===== config.mk =====
export PLATFORM = sky130hd
export DESIGN_NAME = fp32_adder_truncating
export DESIGN_NICKNAME = d
export VERILOG_FILES = /design/src/rtl/fp32_pkg.sv /design/src/rtl/fp32_lzc.sv /design/src/rtl/fp32_adder_truncating.sv
export SDC_FILE = /design/constraint.sdc
export NUM_CORES = 1
export LEC_CHECK = 0
export BUFFER_PORTS_ARGS = -buffer_cell sky130_fd_sc_hd__buf_2
export CAP_MARGIN = 20
export CORE_MARGIN = 5
export CORE_UTILIZATION = 41
export DETAILED_ROUTE_END_ITERATION = 16
export PLACE_DENSITY = 0.68
export REMOVE_ABC_BUFFERS = 1
export SLEW_MARGIN = 20
export SYNTH_ARGS = -nofsm -noshare
export SYNTH_HDL_FRONTEND = slang
export SYNTH_SLANG_ARGS = --single-unit

===== constraint.sdc =====
create_clock -name clk -period 15.4 [get_ports clk]
set_input_delay 1.54 -clock clk [delete_from_list [all_inputs] [get_ports clk]]
set_output_delay 1.54 -clock clk [all_outputs]
set_load 0.01 [all_outputs]

===== src/rtl/fp32_pkg.sv =====
// fp32_pkg: shared constants for the truncating single-precision adder.
// No dependencies.
`timescale 1ns / 1ps
package fp32_pkg;
    localparam logic [31:0] SIGN_MASK  = 32'h8000_0000;
    localparam logic [31:0] ALIGN_MASK = 32'hFFFF_FFC0;
endpackage


===== src/rtl/fp32_lzc.sv =====
// fp32_lzc: leading-zero count of a 32-bit word (combinational).
// Depends on nothing.
`timescale 1ns / 1ps
module fp32_lzc
(
    input  logic [31:0] value,
    output logic [5:0]  count
);
    logic [15:0] v16;
    logic [7:0]  v8;
    logic [3:0]  v4;
    logic [1:0]  v2;
    logic        z16, z8, z4, z2, z1;

    always_comb
    begin
        z16 = (value[31:16] == 16'd0);
        v16 = z16 ? value[15:0] : value[31:16];
        z8  = (v16[15:8] == 8'd0);
        v8  = z8 ? v16[7:0] : v16[15:8];
        z4  = (v8[7:4] == 4'd0);
        v4  = z4 ? v8[3:0] : v8[7:4];
        z2  = (v4[3:2] == 2'd0);
        v2  = z2 ? v4[1:0] : v4[3:2];
        z1  = ~v2[1];
        if (value == 32'd0)
            count = 6'd32;
        else
            count = {1'b0, z16, z8, z4, z2, z1};
    end
endmodule


===== src/rtl/fp32_adder_truncating.sv =====
// fp32_adder_truncating: pipelined truncating single-precision adder.
// Depends on fp32_pkg and fp32_lzc.
//
// Usage:
//   s_axis_* carries one request: tdata = {operand_b, operand_a}
//   (operand_a in bits 31:0). m_axis_* returns tdata = sum_bits.
//   Four register stages: order/special-case, align/subtract,
//   normalize, pack; v4_reg, the last valid bit, is m_axis_tvalid.
//   One request is taken every cycle while m_axis_tready is high.
//   When the receiver holds m_axis_tready low with a result
//   waiting, a stage holding a request freezes only if every later
//   stage is full (bubbles collapse); s_axis_tready drops if all are.
//   Reset clears all valid bits; payload registers are not reset.
//   No rounding, no inf/NaN/denormal handling; exponent arithmetic
//   wraps modulo 2^32 as in the behavioral description.
`timescale 1ns / 1ps
module fp32_adder_truncating
(
    input  logic        clk,
    input  logic        rst_n,
    input  logic        s_axis_tvalid,
    output logic        s_axis_tready,
    input  logic [63:0] s_axis_tdata,   // [31:0] operand_a, [63:32] operand_b
    output logic        m_axis_tvalid,
    input  logic        m_axis_tready,
    output logic [31:0] m_axis_tdata    // [31:0] sum_bits
);
    import fp32_pkg::*;

    // stage enables: a stage loads when it is empty or its content moves on
    logic en1, en2, en3, en4;
    logic v1_reg, v2_reg, v3_reg, v4_reg;

    assign en4 = ~v4_reg | m_axis_tready;
    assign en3 = ~v3_reg | en4;
    assign en2 = ~v2_reg | en3;
    assign en1 = ~v1_reg | en2;
    assign s_axis_tready = en1;

    // ---- stage 1: order operands, flag special cases
    logic [31:0] a, b, big_next, small_next;
    logic        opp_next, cancel_next;
    logic [31:0] big_reg, small_reg;
    logic        opp_reg, cancel_reg;

    always_comb
    begin
        a = s_axis_tdata[31:0];
        b = s_axis_tdata[63:32];
        opp_next    = a[31] ^ b[31];
        cancel_next = opp_next && (a[30:0] == b[30:0]);
        if (b[30:0] > a[30:0])
        begin
            big_next = b; small_next = a;
        end
        else
        begin
            big_next = a; small_next = b;
        end
    end

    // ---- stage 2: align and add/subtract
    logic [31:0] dexp, bigf, smallf, sh, frac_next;
    logic        near_next;
    logic [31:0] frac2_reg, big2_reg;
    logic        near2_reg, cancel2_reg, zero2_reg;

    always_comb
    begin
        sh = 32'd0;
        dexp = {24'd0, big_reg[30:23]} - {24'd0, small_reg[30:23]};
        near_next = (dexp[31:1] == 31'd0) && opp_reg;
        if (near_next)
        begin
            bigf   = {big_reg[23:0], 8'd0} | SIGN_MASK;
            smallf = {small_reg[23:0], 8'd0} | SIGN_MASK;
            if (dexp[0])
                smallf = smallf >> 1;
            frac_next = bigf - smallf;
        end
        else
        begin
            bigf   = ({big_reg[23:0], 8'd0} | SIGN_MASK) >> 1;
            smallf = ({small_reg[23:0], 8'd0} | SIGN_MASK) >> 1;
            sh = (dexp >= 32'd32) ? 32'd0 : (smallf >> dexp[4:0]);
            sh = sh & ALIGN_MASK;
            frac_next = opp_reg ? bigf - sh : bigf + sh;
        end
    end

    // ---- stage 3: normalize
    logic [5:0]  lz;
    logic [31:0] frac3_next, ex3_next;
    logic [31:0] frac3_reg, ex3_reg, big3_reg;
    logic        cancel3_reg, zero3_reg;

    fp32_lzc u_lzc
    (
        .value (frac2_reg),
        .count (lz)
    );

    always_comb
    begin
        ex3_next = {24'd0, big2_reg[30:23]};
        if (near2_reg)
        begin
            frac3_next = (lz[5] ? 32'd0 : (frac2_reg << lz[4:0])) << 1;
            ex3_next   = ex3_next - {26'd0, lz};
        end
        else if (frac2_reg[31])
        begin
            frac3_next = frac2_reg << 1;
            ex3_next   = ex3_next + 32'd1;
        end
        else if (frac2_reg[30])
            frac3_next = frac2_reg << 2;
        else
        begin
            frac3_next = frac2_reg << 3;
            ex3_next   = ex3_next - 32'd1;
        end
    end

    // ---- stage 4: pack
    logic [31:0] res_next, res_reg;

    always_comb
    begin
        if (cancel3_reg)
            res_next = 32'd0;
        else if (zero3_reg)
            res_next = big3_reg;
        else
            res_next = (big3_reg & SIGN_MASK) | (ex3_reg << 23) | (frac3_reg >> 9);
    end

    always_ff @(posedge clk or negedge rst_n)
    begin
        if (!rst_n)
        begin
            v1_reg <= 1'b0;
            v2_reg <= 1'b0;
            v3_reg <= 1'b0;
            v4_reg <= 1'b0;
        end
        else
        begin
            if (en1) v1_reg <= s_axis_tvalid;
            if (en2) v2_reg <= v1_reg;
            if (en3) v3_reg <= v2_reg;
            if (en4) v4_reg <= v3_reg;
        end
    end

    always_ff @(posedge clk)
    begin
        if (en1)
        begin
            big_reg    <= big_next;
            small_reg  <= small_next;
            opp_reg    <= opp_next;
            cancel_reg <= cancel_next;
        end
        if (en2)
        begin
            frac2_reg   <= frac_next;
            big2_reg    <= big_reg;
            near2_reg   <= near_next;
            cancel2_reg <= cancel_reg;
            zero2_reg   <= (small_reg[30:0] == 31'd0);
        end
        if (en3)
        begin
            frac3_reg   <= frac3_next;
            ex3_reg     <= ex3_next;
            big3_reg    <= big2_reg;
            cancel3_reg <= cancel2_reg;
            zero3_reg   <= zero2_reg;
        end
        if (en4)
            res_reg <= res_next;
    end

    assign m_axis_tvalid = v4_reg;
    assign m_axis_tdata  = res_reg;

    // a stalled result must hold
    assert property (@(posedge clk) disable iff (!rst_n)
        m_axis_tvalid && !m_axis_tready |=> m_axis_tvalid && $stable(m_axis_tdata))
        else $error("result changed under stall");
    // a full, stalled pipeline refuses input
    assert property (@(posedge clk) disable iff (!rst_n)
        v1_reg && v2_reg && v3_reg && v4_reg && !m_axis_tready |-> !s_axis_tready)
        else $error("input taken while pipeline full");
    // accepted request reaches stage one
    assert property (@(posedge clk) disable iff (!rst_n)
        s_axis_tvalid && s_axis_tready |=> v1_reg)
        else $error("accepted request lost");
endmodule


* After elaboration in Yosys (flattened, before gate mapping) *
Index checks and enable logic that the tools add are counted.

storage, ports and cells
  flip-flop bits (word level) = 242
  input bits = 68
  output and inout port bits = 34
  word-level logic and storage cells = 72

operators by class
  add/sub/neg operators = 7
  $lt $le $gt $ge = 2
  equality and inequality tests = 1
  shift operators = 2
  muxes and demuxes = 20
  bitwise operators = 12
  reduce and logical (&&, ||, !) cells = 9

operators with widths
  operator                                                                               count
  32-bit 2-to-1 mux                                                                      10
  31-bit logical NOT                                                                     2
  31-bit 2-to-1 mux                                                                      2
  31-bit by 32-bit adder with 32-bit output                                              1
  32-bit by 6-bit greater-or-equal comparator with 1-bit output (second input constant)  1
  32-bit logical NOT                                                                     1
  32-bit by 23-bit bitwise OR with 32-bit output                                         1
  32-bit bitwise OR                                                                      1
  32-bit by 5-bit << shifter with 31-bit output                                          1
  31-bit by 5-bit right shift with 32-bit output                                         1
  31-bit by 32-bit subtractor with 32-bit output                                         1
  32-bit subtractor                                                                      1
  31-bit equality test                                                                   1
  31-bit > comparator                                                                    1
  9-bit 2-to-1 mux                                                                       3
  16-bit logical NOT                                                                     1
  16-bit 2-to-1 mux                                                                      1
  8-bit by 1-bit adder with 9-bit output (second input constant)                         1
  8-bit by 1-bit subtractor with 9-bit output (second input constant)                    1
  8-bit by 6-bit subtractor with 9-bit output                                            1
  8-bit by 8-bit subtractor with 9-bit output                                            1
  8-bit logical NOT                                                                      1
  8-bit 2-to-1 mux                                                                       1
  6-bit 2-to-1 mux                                                                       1
  other kinds (8)                                                                        16

* Longest topological paths before layout *
Gate-level depths: netlist (run 1).

  word-level depth = 13
  mapped depth = 27
  gate-level depth less buffers = 26

* Modules after synthesis *
Synthesis (run 1) repeated with hierarchy kept, for this count alone.

second synthesis, totals
  cell total of the unflattened synthesis = 1727
  area, all modules = 17174.0 um^2

modules (own cells, without submodules)
  module                 instances  cells an instance  area each (um^2)
  fp32_adder_truncating  1          1664               16746.1
  fp32_lzc               1          63                 427.9

* Least setup slack after synthesis (run 1) *
OpenSTA, ideal clock, no wires.

  kind = register to register
  from = register small_reg[23]
  to = register frac2_reg[31] (data pin)
  library setup time = 0.265 ns
  arrival = 5.062 ns
  setup slack = 10.073 ns
  stages on the path, launching flop included = 23
  path buffers = 2
  cells stage by stage = edfxtp_1 > ha_1 > fa_1 > buf_1 > clkbuf_1 > mux2_2 > nand2_1 > o21ai_0 > a211oi_1 > o21ai_0 > ha_1 > o21bai_1 > a21oi_1 > o21ai_0 > a41oi_1 > o21ai_0 > a31oi_1 > o21ai_0 > a41oi_1 > nor2_1 > nor3_1 > o22ai_1 > or3_1

between the ends
  longest elaborated chain between the ends = 6

RTL lines
  what                                                                                                                             line                          source
  from (decl)                                                                                                                      fp32_adder_truncating.sv:43   logic [31:0] big_reg, small_reg;
  from (signal assigned)                                                                                                           fp32_adder_truncating.sv:161  small_reg <= small_next;
  8-bit by 8-bit subtractor with 9-bit output *                                                                                    fp32_adder_truncating.sv:71   dexp = {24'd0, big_reg[30:23]} - {24'd0, small_reg[30:23]};
  32-bit by 6-bit greater-or-equal comparator with 1-bit output or 31-bit by 5-bit right shift with 32-bit output (tied branches)  fp32_adder_truncating.sv:85   sh = (dexp >= 32'd32) ? 32'd0 : (smallf >> dexp[4:0]);
  32-bit 2-to-1 mux                                                                                                                fp32_adder_truncating.sv:85
  31-bit by 32-bit adder with 32-bit output or 31-bit by 32-bit subtractor with 32-bit output (tied branches)                      fp32_adder_truncating.sv:87   frac_next = opp_reg ? bigf - sh : bigf + sh;
  32-bit 2-to-1 mux                                                                                                                fp32_adder_truncating.sv:87
  32-bit 2-to-1 mux *                                                                                                              fp32_adder_truncating.sv:73   if (near_next)
  net frac_next[31]                                                                                                                fp32_adder_truncating.sv:63   logic [31:0] dexp, bigf, smallf, sh, frac_next;
  to (signal assigned)                                                                                                             fp32_adder_truncating.sv:167  frac2_reg <= frac_next;
  to (decl)                                                                                                                        fp32_adder_truncating.sv:65   logic [31:0] frac2_reg, big2_reg;

Mark *: on every way through the listed nets, which the timed path passes. The rest lies on a longest branch. The select of a mux whose other input is x is not followed.
A chain may end at the register's enable or synchronous reset.

* Worst setup path after layout (run 1) *
  from = register small_reg[23]
  to = register frac2_reg[30] (data pin)

The elaborated chain is that of the path after synthesis.

==> results of run 1 <==
## placed cells by master, fill, tap and decap left out, drive strengths merged, types with 6 or more instances in the layout
master,instances
xor2,24
o22ai,11
xnor2,39
nor4,16
o21a,15
nor2,187
nor3,23
clkbuf,27
o21ai,99
a2111oi,6
ha,124
and2,11
inv,99
nand3,35
a21oi,120
a21o,27
a31oi,22
or3,12
nand4,17
o221ai,8
nor2b,21
or2,11
nand2,118
mux4,6
mux2i,135
mux2,77
a211oi,20
edfxtp,224
o21bai,11
buf,123
nand2b,27
o31ai,12
and3,18
clkinv,14
o211ai,13
## area by class of cell
type                    count  area share [%]
multi-input cells        1325           50.47
flip-flops and latches    228           35.82
well taps                 539           3.539
repair buffers            123           3.519
clock buffers              27           3.434
inverters                  98           1.930
clock inverters            20           1.287
## how the worst max path moves through the flow
stage	slack, ps	cells past startpoint	from	end
2_1_floorplan	9840	23	small_reg[23]	frac2_reg[31]
3_3_place_gp	9260	20	small_reg[23]	frac2_reg[31]
3_5_place_dp	9000	18	small_reg[23]	frac2_reg[30]
4_1_cts	9040	18	small_reg[23]	frac2_reg[30]
5_1_grt	8440	20	small_reg[23]	frac2_reg[31]
6_report	8940	18	small_reg[23]	frac2_reg[30]
## worst max-delay path, delay by kind of cell, from the launching register on
family / cells / cell delay (ps)
muxes: 1 / 620
xor gates and xnor gates: 1 / 120
AOI/OAI and AO/OA: 13 / 3490
DFF: 1 / 420
and+or+nand+nor: 1 / 100
adders and majority gates: 2 / 1410
## power groups by stage
stage / Sequential, mW / Combinational, mW / Clock (mW)
2_1_floorplan: 0.988 / 0.824 / 0
3_3_place_gp: 1.02 / 1.14 / 0
3_5_place_dp: 1.03 / 1.15 / 0
4_1_cts: 1.01 / 1.16 / 0.670
5_1_grt: 1.03 / 1.29 / 0.695
6_report: 1.02 / 1.17 / 0.650
## per-layer routing
metal  routed length (um)  GRT usage (%)
met5                    0              0
met4                 1353          5.068
met3                 2811          3.040
met2                21900          32.80
met1                21110          27.41
## metrics by stage
stage	area, um2	power, mW	util, %	hold slack [ps]
4_1_cts	19060	2.842	45.74	406.2
2_1_floorplan	16790	1.812	-	400.3
5_1_grt	19060	3.017	45.74	421.1
3_5_place_dp	18160	2.178	43.58	404.5
3_3_place_gp	18160	2.166	43.58	401.7
6_report	19060	2.838	45.74	405.5
## cells by family (layout without fill, tap and decap cells)
logic type | Yosys count | count (layout) | synth area share (%)
AND/OR/NAND/NOR | 507 | 507 | 14.03
buffers and inverters | 193 | 268 | 4.427
adder cells (fa/ha/maj) | 129 | 129 | 9.611
flip-flops | 228 | 228 | 39.72
XOR/XNOR | 63 | 63 | 3.211
AO/OA/AOI/OAI | 408 | 408 | 15.28
multiplexers | 218 | 218 | 13.72
==> metrics.md, run 1 <==
| Metric | Value |
|---|---|
| Status | `complete, no violations` |
| Clock sink total | `228` |
| #FFs+latches synth | `228` |
| Detailed Routing Iterations Pass 1 | `6` |
| Total Routed Length | `47.17 mm` |
| Layout fillers | `4003` |
| Layout cells sized above 1 | `15.32%` |
| Max Clk Rate | `154.8 MHz` |
| Hold Startpoint | `big2_reg[16]` |
| Number of max-cap violations | `0` |
| Most frequent cell after synthesis | `edfxtp_1` |
| Crit Path Category | `reg -> reg` |
| Antenna-violating nets left | `0` |
| Hold-fix buffers, CTS | `0` |
| Gr ovfl total | `0` |
| Fin. Hold Viols | `0` |
| Worst Hold Class | `reg -> reg` |
| Post-CTS setup buffers | `0` |
| Inst Count DP | `2313` |
| Switching Share | `39.06%` |
| Reg2reg setup slack | `8940 ps` |
| Sequential area share after synthesis | `39.72%` |
| Combinational power share | `41.3%` |
| Most area-hungry cell type in the Yosys netlist | `edfxtp_1` |
| First-pass GRT wire length | `74.70 mm` |
| Reg area | `0.006827 mm2` |
| CP max FO | `39` |
| Die ar. | `0.04611 mm2` |
| Die height | `214.7 um` |
| Number of flops mapped to enable cells by yosys | `224` |
| Initial antenna violation count | `0` |
| Slowest cell delay on critical path | `1030 ps` |
| CTS tree | `done` |
| TNS Setup | `0 ps` |
| Worst-path clk slew | `60 ps` |
| Final min period | `6462 ps` |
| I/O pin total | `102` |
| Worst setup EP type | `register` |
| Vias in the first global route | `13.23k` |
| CP required | `15680 ps` |
| Worst path cell trace | `ha_2, mux4_2, a21oi_1, a211oi_1, o21ai_0, ha_1, a21o_1, a21oi_1, o21ai_0, a21oi_1, o21ai_0, o2111a_1, o21ai_0, a21oi_1, a2111oi_0, xnor2_1, nor2_1, a21oi_1` |
| Worst-Margin Slew | `1023 ps` |
| Hold depth | `0` |
| Critical Path Start Type | `register` |
| Chip width | `214.7 um` |
| Async SR Flop Fraction | `1.754%` |
| Final Setup Violations | `0` |
| CTS buffer count | `26` |
| H-Tree Depth | `1` |
| Data arrival, critical path | `6740 ps` |
| Seq pwr share | `35.8%` |
| Critical R2R Launch | `small_reg[23]` |
| Synth Cell Area | `0.01719 mm2` |
| Clock Tree Buf Depth | `3` |
| Synth top cells by count | `edfxtp_1, nor2_1, mux2i_1` |
| Core area | `0.04167 mm2` |
| Clk pwr share | `22.9%` |
| Drt wl/cell | `19.99 um` |
| Cell mode on critical path | `a21oi_1` |
| PortBufs | `101` |
| Drt via density | `5.732` |
| Antenna diode count | `0` |
| Top cells by area, synth | `edfxtp_1, ha_1, mux2i_1` |
| PD cells | `148.9 mW/mm2` |
| Fin nets | `1999` |
| RSZ-0062 raised after global routing | `no` |
| YS warnings | `0` |
| Worst r2r dst | `frac2_reg[30]` |
| Cell count after synthesis | `1746` |
| Top cell type's share of synthesized area | `39.14%` |
| DPL Wire Length | `35.68 mm` |
| Synth-to-layout area growth | `10.88%` |
| Clock skew | `18.12 ps` |
| Final slew viol count | `0` |
| Initial DRC count | `1242` |
| Worst skew pair latency | `560 ps` |
| Psw | `1.109 mW` |
| Fin worst setup slack | `8938 ps` |
| Total track usage | `19.82%` |
| Drt drc | `0` |
| Place WS | `9002 ps` |
| Total number of vias | `13.53k` |
| Non-filler instance count after layout | `2360` |
| Initial core utilization | `41.25%` |
| Slew headroom | `31.82%` |
| Primary FF master, synth | `edfxtp_1` |
| Std cell rows | `75` |
| Largest net degree at the start of global routing | `68` |
| Multi-input logic area | `0.009617 mm2` |
| Crit-path slowest cell | `ha_2` |
| Final period utilization | `41.96%` |
| Worst IR Drop VDD | `70.90 uV` |
| Synth unique cells | `82` |
| GPL Wtd Cong | `0.9083` |
| Cell Int Power | `1.730 mW` |
| Post-CTS Resized | `0` |
| Worst Hold Path EP | `big3_reg[16]` |
| Reg2reg path depth | `18` |
| Leakage power | `8.064 nW` |
| Root Driver | `clkbuf_16` |
| Mean Syn Cell Area | `9.843 um2` |
Power figures use the tool's default switching activity.
==> run 2: changes to the inputs <==
clock period = 6.4 ns   (was 15.4 ns; I/O delays follow)
==> metrics.md, run 2 (synthesis results as in run 1) <==
| Metric | Value |
|---|---|
| Status | `complete, no violations` |
| Slowest cell delay on critical path | `660 ps (-370 ps)` |
| Worst path cell trace | `ha_2, buf_12, mux2i_1, mux2i_1, nand2_1, o21ai_0, o21ai_0, nor2_1, o21ai_0, inv_1, ha_1, nor4_1, o21ai_0, a41oi_1, o21ai_0, a31oi_1, o21ai_0, a41oi_1, nor2_1, nor3_1, o22ai_1, or3_1` |
| CP max FO | `21 (-46%)` |
| Tot Pwr | `6.812 mW (+140%)` |
| Number of max-cap violations | `0 (unchanged)` |
| Core area | `0.04167 mm2 (unchanged)` |
| Clock sink total | `228 (unchanged)` |
| Critical Path Start Type | `register` |
| Root Driver | `clkbuf_16` |
| Worst skew pair latency | `550 ps (about the same)` |
| Worst-path clk slew | `60 ps (about the same)` |
| Non-filler instance count after layout | `2378 (+0.76%)` |
| Total number of vias | `13.56k (+0.24%)` |
| Die height | `214.7 um (unchanged)` |
| Worst IR Drop VDD | `174.5 uV (+150%)` |
| Reg2reg path depth | `22 (+4)` |
| Max Clk Rate | `167.6 MHz (+8.3%)` |
| Detailed Routing Iterations Pass 1 | `5 (-1)` |
| CP required | `6690 ps (-8990 ps)` |
| Data arrival, critical path | `6260 ps (-480 ps)` |
| Chip width | `214.7 um (unchanged)` |
| Final Setup Violations | `0 (unchanged)` |
| Slew headroom | `29.12% (-2.7 points)` |
| Crit-path slowest cell | `ha_2` |
| Drt wl/cell | `20.01 um (+0.13%)` |
| CTS tree | `done` |
| Vias in the first global route | `13.39k (+1.2%)` |
| I/O pin total | `102 (unchanged)` |
| Worst setup EP type | `register` |
| Initial DRC count | `1130 (-9.0%)` |
| Synth-to-layout area growth | `11.63%` |
| H-Tree Depth | `1 (unchanged)` |
| Clock skew | `10.13 ps (-7.994 ps)` |
| Drt via density | `5.703 (-0.51%)` |
| Initial core utilization | `41.25% (unchanged)` |
| First-pass GRT wire length | `74.38 mm (-0.42%)` |
| Inst Count DP | `2330 (+0.73%)` |
| Fin nets | `2017 (+0.90%)` |
| Fin. Hold Viols | `0 (unchanged)` |
| PD cells | `355.1 mW/mm2 (+140%)` |
| Antenna diode count | `0 (unchanged)` |
| Worst Hold Class | `in -> reg` |
| Total track usage | `19.90% (+0.084 points)` |
| Cell mode on critical path | `o21ai_0` |
| Die ar. | `0.04611 mm2 (unchanged)` |
| Hold depth | `2 (+2)` |
| Antenna-violating nets left | `0 (unchanged)` |
| Final min period | `5966 ps (-495.5 ps)` |
| Final slew viol count | `0 (unchanged)` |
| Most frequent cells in the layout | `edfxtp_1, nor2_1, mux2i_1` |
| Total Routed Length | `47.60 mm (+0.89%)` |
| Worst-Margin Slew | `1054 ps (+30.83 ps)` |
| Leakage power | `8.124 nW (+0.75%)` |
| Drt drc | `0 (unchanged)` |
| Std cell rows | `75 (unchanged)` |
| GPL Wtd Cong | `0.9377 (+3.2%)` |
| CTS buffer count | `26 (unchanged)` |
| Layout cells sized above 1 | `15.82% (+0.50 points)` |
| Final period utilization | `93.23% (+51 points)` |
| DPL Wire Length | `36.76 mm (+3.0%)` |
| Gr ovfl total | `0 (unchanged)` |
| TNS Setup | `0 ps (unchanged)` |
| Commonest non-fill, non-tap cell in the layout | `edfxtp_1` |
| Largest net degree at the start of global routing | `68 (unchanged)` |
| Post-CTS setup buffers | `0 (unchanged)` |
| Initial antenna violation count | `0 (unchanged)` |
| RSZ-0062 raised after global routing | `no` |
| Clock Tree Buf Depth | `3 (unchanged)` |
| Crit Path Category | `reg -> reg` |
| PortBufs | `101 (unchanged)` |
run 2: worst paths after layout:
check / slack [ps] / end / from
worst max-delay path: 430 / frac2_reg[31] / small_reg[23]
worst min-delay path: 290 / v1_reg / s_axis_tvalid
worst max register to register: 430 / frac2_reg[31] / small_reg[23]
worst min register to register: 420 / big3_reg[21] / big2_reg[21]
max in group asynchronous: 5870 / v2_reg / rst_n
min in group asynchronous: 420 / v3_reg / rst_n
run 2: where the power goes:
part	switching, mW	total, mW	internal (mW)
Clock	0.601	1.51	0.908
Sequential	0.366	2.44	2.08
Combinational	1.68	2.86	1.18
run 2: area by class of cell:
type,count,area [um2]
fillers,4010,22480
multi-input cells,1325,9609
flip-flops and latches,228,6827
repair buffers,141,833.3
well taps,539,674.4
clock buffers,29,661.9
inverters,98,367.9
clock inverters,18,211.5
run 2: repair_timing:
action                                  in CTS  in global routing
hold buffers                                 1                  0
endpoints found under the setup margin       0                  2
endpoints found under the hold margin        4                  0
resized for setup                            0                  2
run 2: routing by layer:
| layer | GRT usage [%] | vias to the layer above | routed length [um] |
|---|---|---|---|
| met4 | 5.261 | 0 | 1328 |
| met1 | 27.80 | 6538 | 21620 |
| li1 | - | 6574 | - |
| met5 | 0 | - | 0 |
| met2 | 32.95 | 376 | 22240 |
| met3 | 2.505 | 73 | 2409 |
run 2: per-stage QoR:
| stage | hold slack (ps) | worst slack, ps | utilization (%) | cell area [um2] |
|---|---|---|---|---|
| 3_5_place_dp | 404.5 | 443.4 | 43.92 | 18300 |
| 5_1_grt | 285.6 | 2.190 | 46.05 | 19180 |
| 3_3_place_gp | 406.0 | 560.1 | 43.92 | 18300 |
| 4_1_cts | 262.3 | 419.1 | 46.05 | 19180 |
| 6_report | 289.4 | 433.5 | 46.05 | 19180 |
| 2_1_floorplan | 344.4 | 836.4 | - | 16790 |
run 2: critical path: cells and delay by family, from the launching register on:
kind                     cells  cell delay (ps)
AO/OA/AOI/OAI               10             2400
adder cells (fa/ha/maj)      2              920
buffers and inverters        2              360
flip-flops                   1              420
multiplexers                 2              520
AND/OR/NAND/NOR              6             1060
==> run 3: changes to the inputs <==
MAX_ROUTING_LAYER = met4   (was unset)
==> metrics.md, run 3 (synthesis results as in run 1) <==
| Metric | Value |
|---|---|
| Total number of vias | `13.67k (+0.81%)` |
| Reg2reg path depth | `24 (+9.1%)` |
| Max Clk Rate | `167.0 MHz (-0.36%)` |
| Clock sink total | `228 (unchanged)` |
| Vias in the first global route | `13.28k (-0.81%)` |
| Fin. Hold Viols | `0 (unchanged)` |
| Worst Hold Class | `in -> reg` |
| Status | `complete, no violations` |
| Layout cells sized above 1 | `15.63% (-0.19 points)` |
| Worst r2r dst | `frac2_reg[31]` |
| Worst IR Drop VDD | `194.7 uV (+12%)` |
| Total Routed Length | `48.53 mm (+2.0%)` |
| TNS Setup | `0 ps (unchanged)` |
| Detailed Routing Iterations Pass 1 | `5 (unchanged)` |
| Synth-to-layout area growth | `11.12%` |
| Largest net degree at the start of global routing | `68 (unchanged)` |
| Clock Tree Buf Depth | `3 (unchanged)` |
| Antenna diode count | `0 (unchanged)` |
| Core area | `0.04167 mm2 (unchanged)` |
| Layout fillers | `3973 (-0.92%)` |
| Number of max-cap violations | `0 (unchanged)` |
| CP max FO | `9 (-57%)` |
| Die ar. | `0.04611 mm2 (unchanged)` |
| Clock skew | `11.80 ps (+1.670 ps)` |
| Data arrival, critical path | `6280 ps (+20 ps)` |
| Fin nets | `2017 (unchanged)` |
| GPL Wtd Cong | `0.9740 (+3.9%)` |
| Worst skew pair latency | `560 ps (about the same)` |
| Final period utilization | `93.56% (+0.34 points)` |
| Final min period | `5988 ps (+21.51 ps)` |
| Root Driver | `clkbuf_16` |
| Worst-path clk slew | `60 ps (about the same)` |
| Die height | `214.7 um (unchanged)` |
| RSZ-0062 raised after global routing | `no` |
| I/O pin total | `102 (unchanged)` |
| PD cells | `353.2 mW/mm2 (-0.54%)` |
| CTS buffer count | `25 (-3.8%)` |
| Std cell rows | `75 (unchanged)` |
| Antenna-violating nets left | `0 (unchanged)` |
| Crit Path Category | `reg -> reg` |
| Worst-Margin Slew | `936.2 ps (-117.3 ps)` |
| Most frequent cells in the layout | `edfxtp_1, nor2_1, mux2i_1` |
| Post-CTS setup buffers | `0 (unchanged)` |
| Drt wl/cell | `20.43 um (+2.1%)` |
| Initial DRC count | `1065 (-5.8%)` |
| CTS tree | `done` |
| PortBufs | `101 (unchanged)` |
| Slew headroom | `37.01% (+7.9 points)` |
| Worst setup path endpoint | `frac2_reg[31]` |
| Leakage power | `8.091 nW (-0.41%)` |
| Drt via density | `5.756 (+0.94%)` |
| Commonest non-fill, non-tap cell in the layout | `edfxtp_1` |
| Chip width | `214.7 um (unchanged)` |
| Worst setup EP type | `register` |
| CP Launch Point | `small_reg[23]` |
| Initial antenna violation count | `0 (unchanged)` |
| First-pass GRT wire length | `76.49 mm (+2.8%)` |
| Total track usage | `21.05% (+1.2 points)` |
| Initial core utilization | `41.25% (unchanged)` |
| DPL Wire Length | `37.23 mm (+1.3%)` |
| Critical Path Start Type | `register` |
| Final Setup Violations | `0 (unchanged)` |
| Critical R2R Launch | `small_reg[23]` |
| Min Hold Slack | `292.3 ps (+2.882 ps)` |
| CP required | `6700 ps (about the same)` |
| H-Tree Depth | `1 (unchanged)` |
| Gr ovfl total | `0 (unchanged)` |
| Drt drc | `0 (unchanged)` |
| Reg2reg setup slack | `410 ps (-20 ps)` |
| Final slew viol count | `0 (unchanged)` |
==> run 3: power by group <==
part | switching [mW] | internal [mW] | leakage [nW]
Clock | 0.603 | 0.801 | 0.374
Sequential | 0.372 | 2.08 | 2.35
Combinational | 1.70 | 1.19 | 5.37
Total | 2.68 | 4.07 | 8.09
==> run 3: how the worst min path moves through the flow <==
stage                             start            end  slack (ps)  cells past startpoint
after global routing      s_axis_tvalid         v1_reg         290                      2
after floorplan                   rst_n  m_axis_tvalid         340                      0
final                     s_axis_tvalid         v1_reg         290                      2
after detailed placement   big2_reg[31]   big3_reg[31]         400                      0
after global placement     big2_reg[19]   big3_reg[19]         400                      0
after CTS                 s_axis_tvalid         v1_reg         270                      2
==> run 3: layer usage <==
layer / wire [um] / vias to the layer above / global-route usage [%] / part of all wire [%]
met2: 22650 / 481 / 33.89 / 47
met1: 21750 / 6505 / 28.58 / 45
li1: - / 6588 / - / -
met5: 0 / - / - / 0
met4: 1374 / 0 / 5.304 / 2.8
met3: 2749 / 97 / 2.533 / 5.7
==> run 3: final cells by class <==
| class | instances | area [um2] | area share, % |
|---|---|---|---|
| timing repair buffer | 142 | 840.8 | 4.403 |
| sequential | 228 | 6827 | 35.75 |
| clock inverter | 12 | 128.9 | 0.6749 |
| clock buffer | 31 | 648.1 | 3.394 |
| tap | 539 | 674.4 | 3.532 |
| multi-input combinational | 1325 | 9609 | 50.32 |
| inverter | 98 | 367.9 | 1.926 |
==> run 3: critical path, cell delays in order (launching register included) <==
cell and delay (ps):
edfxtp_1 420, ha_1 220, fa_1 600, buf_4 250
o21ai_0 350, nor2_1 80, nor2_1 310, a211oi_1 120
o21ai_0 300, inv_1 120, ha_1 210, inv_1 70
fa_1 180, o21bai_1 80, a21oi_1 260, o21ai_0 170
a41oi_1 320, o21ai_0 200, a31oi_1 290, o21ai_0 160
a41oi_1 310, nor2_1 70, nor3_1 150, o22ai_1 90
or3_1 400
==> run 3: metrics by stage <==
step / power (mW) / util (%) / area, um2 / cells / setup slack [ps]
after floorplan: 4.361 / - / 16790 / 1651 / 836.4
after global placement: 5.303 / 43.94 / 18310 / 2331 / 547.7
after detailed placement: 5.325 / 43.94 / 18310 / 2331 / 433.8
after CTS: 6.759 / 45.83 / 19100 / 2375 / 427.0
after global routing: 7.173 / 45.83 / 19100 / 2375 / 38.81
final: 6.744 / 45.83 / 19100 / 2375 / 412.0
==> run 3: repair_timing <==
action,CTS,global route
endpoints found under the setup margin,0,1
hold buffers,1,0
gates resized for setup,0,1
hold endpoints to repair,4,0
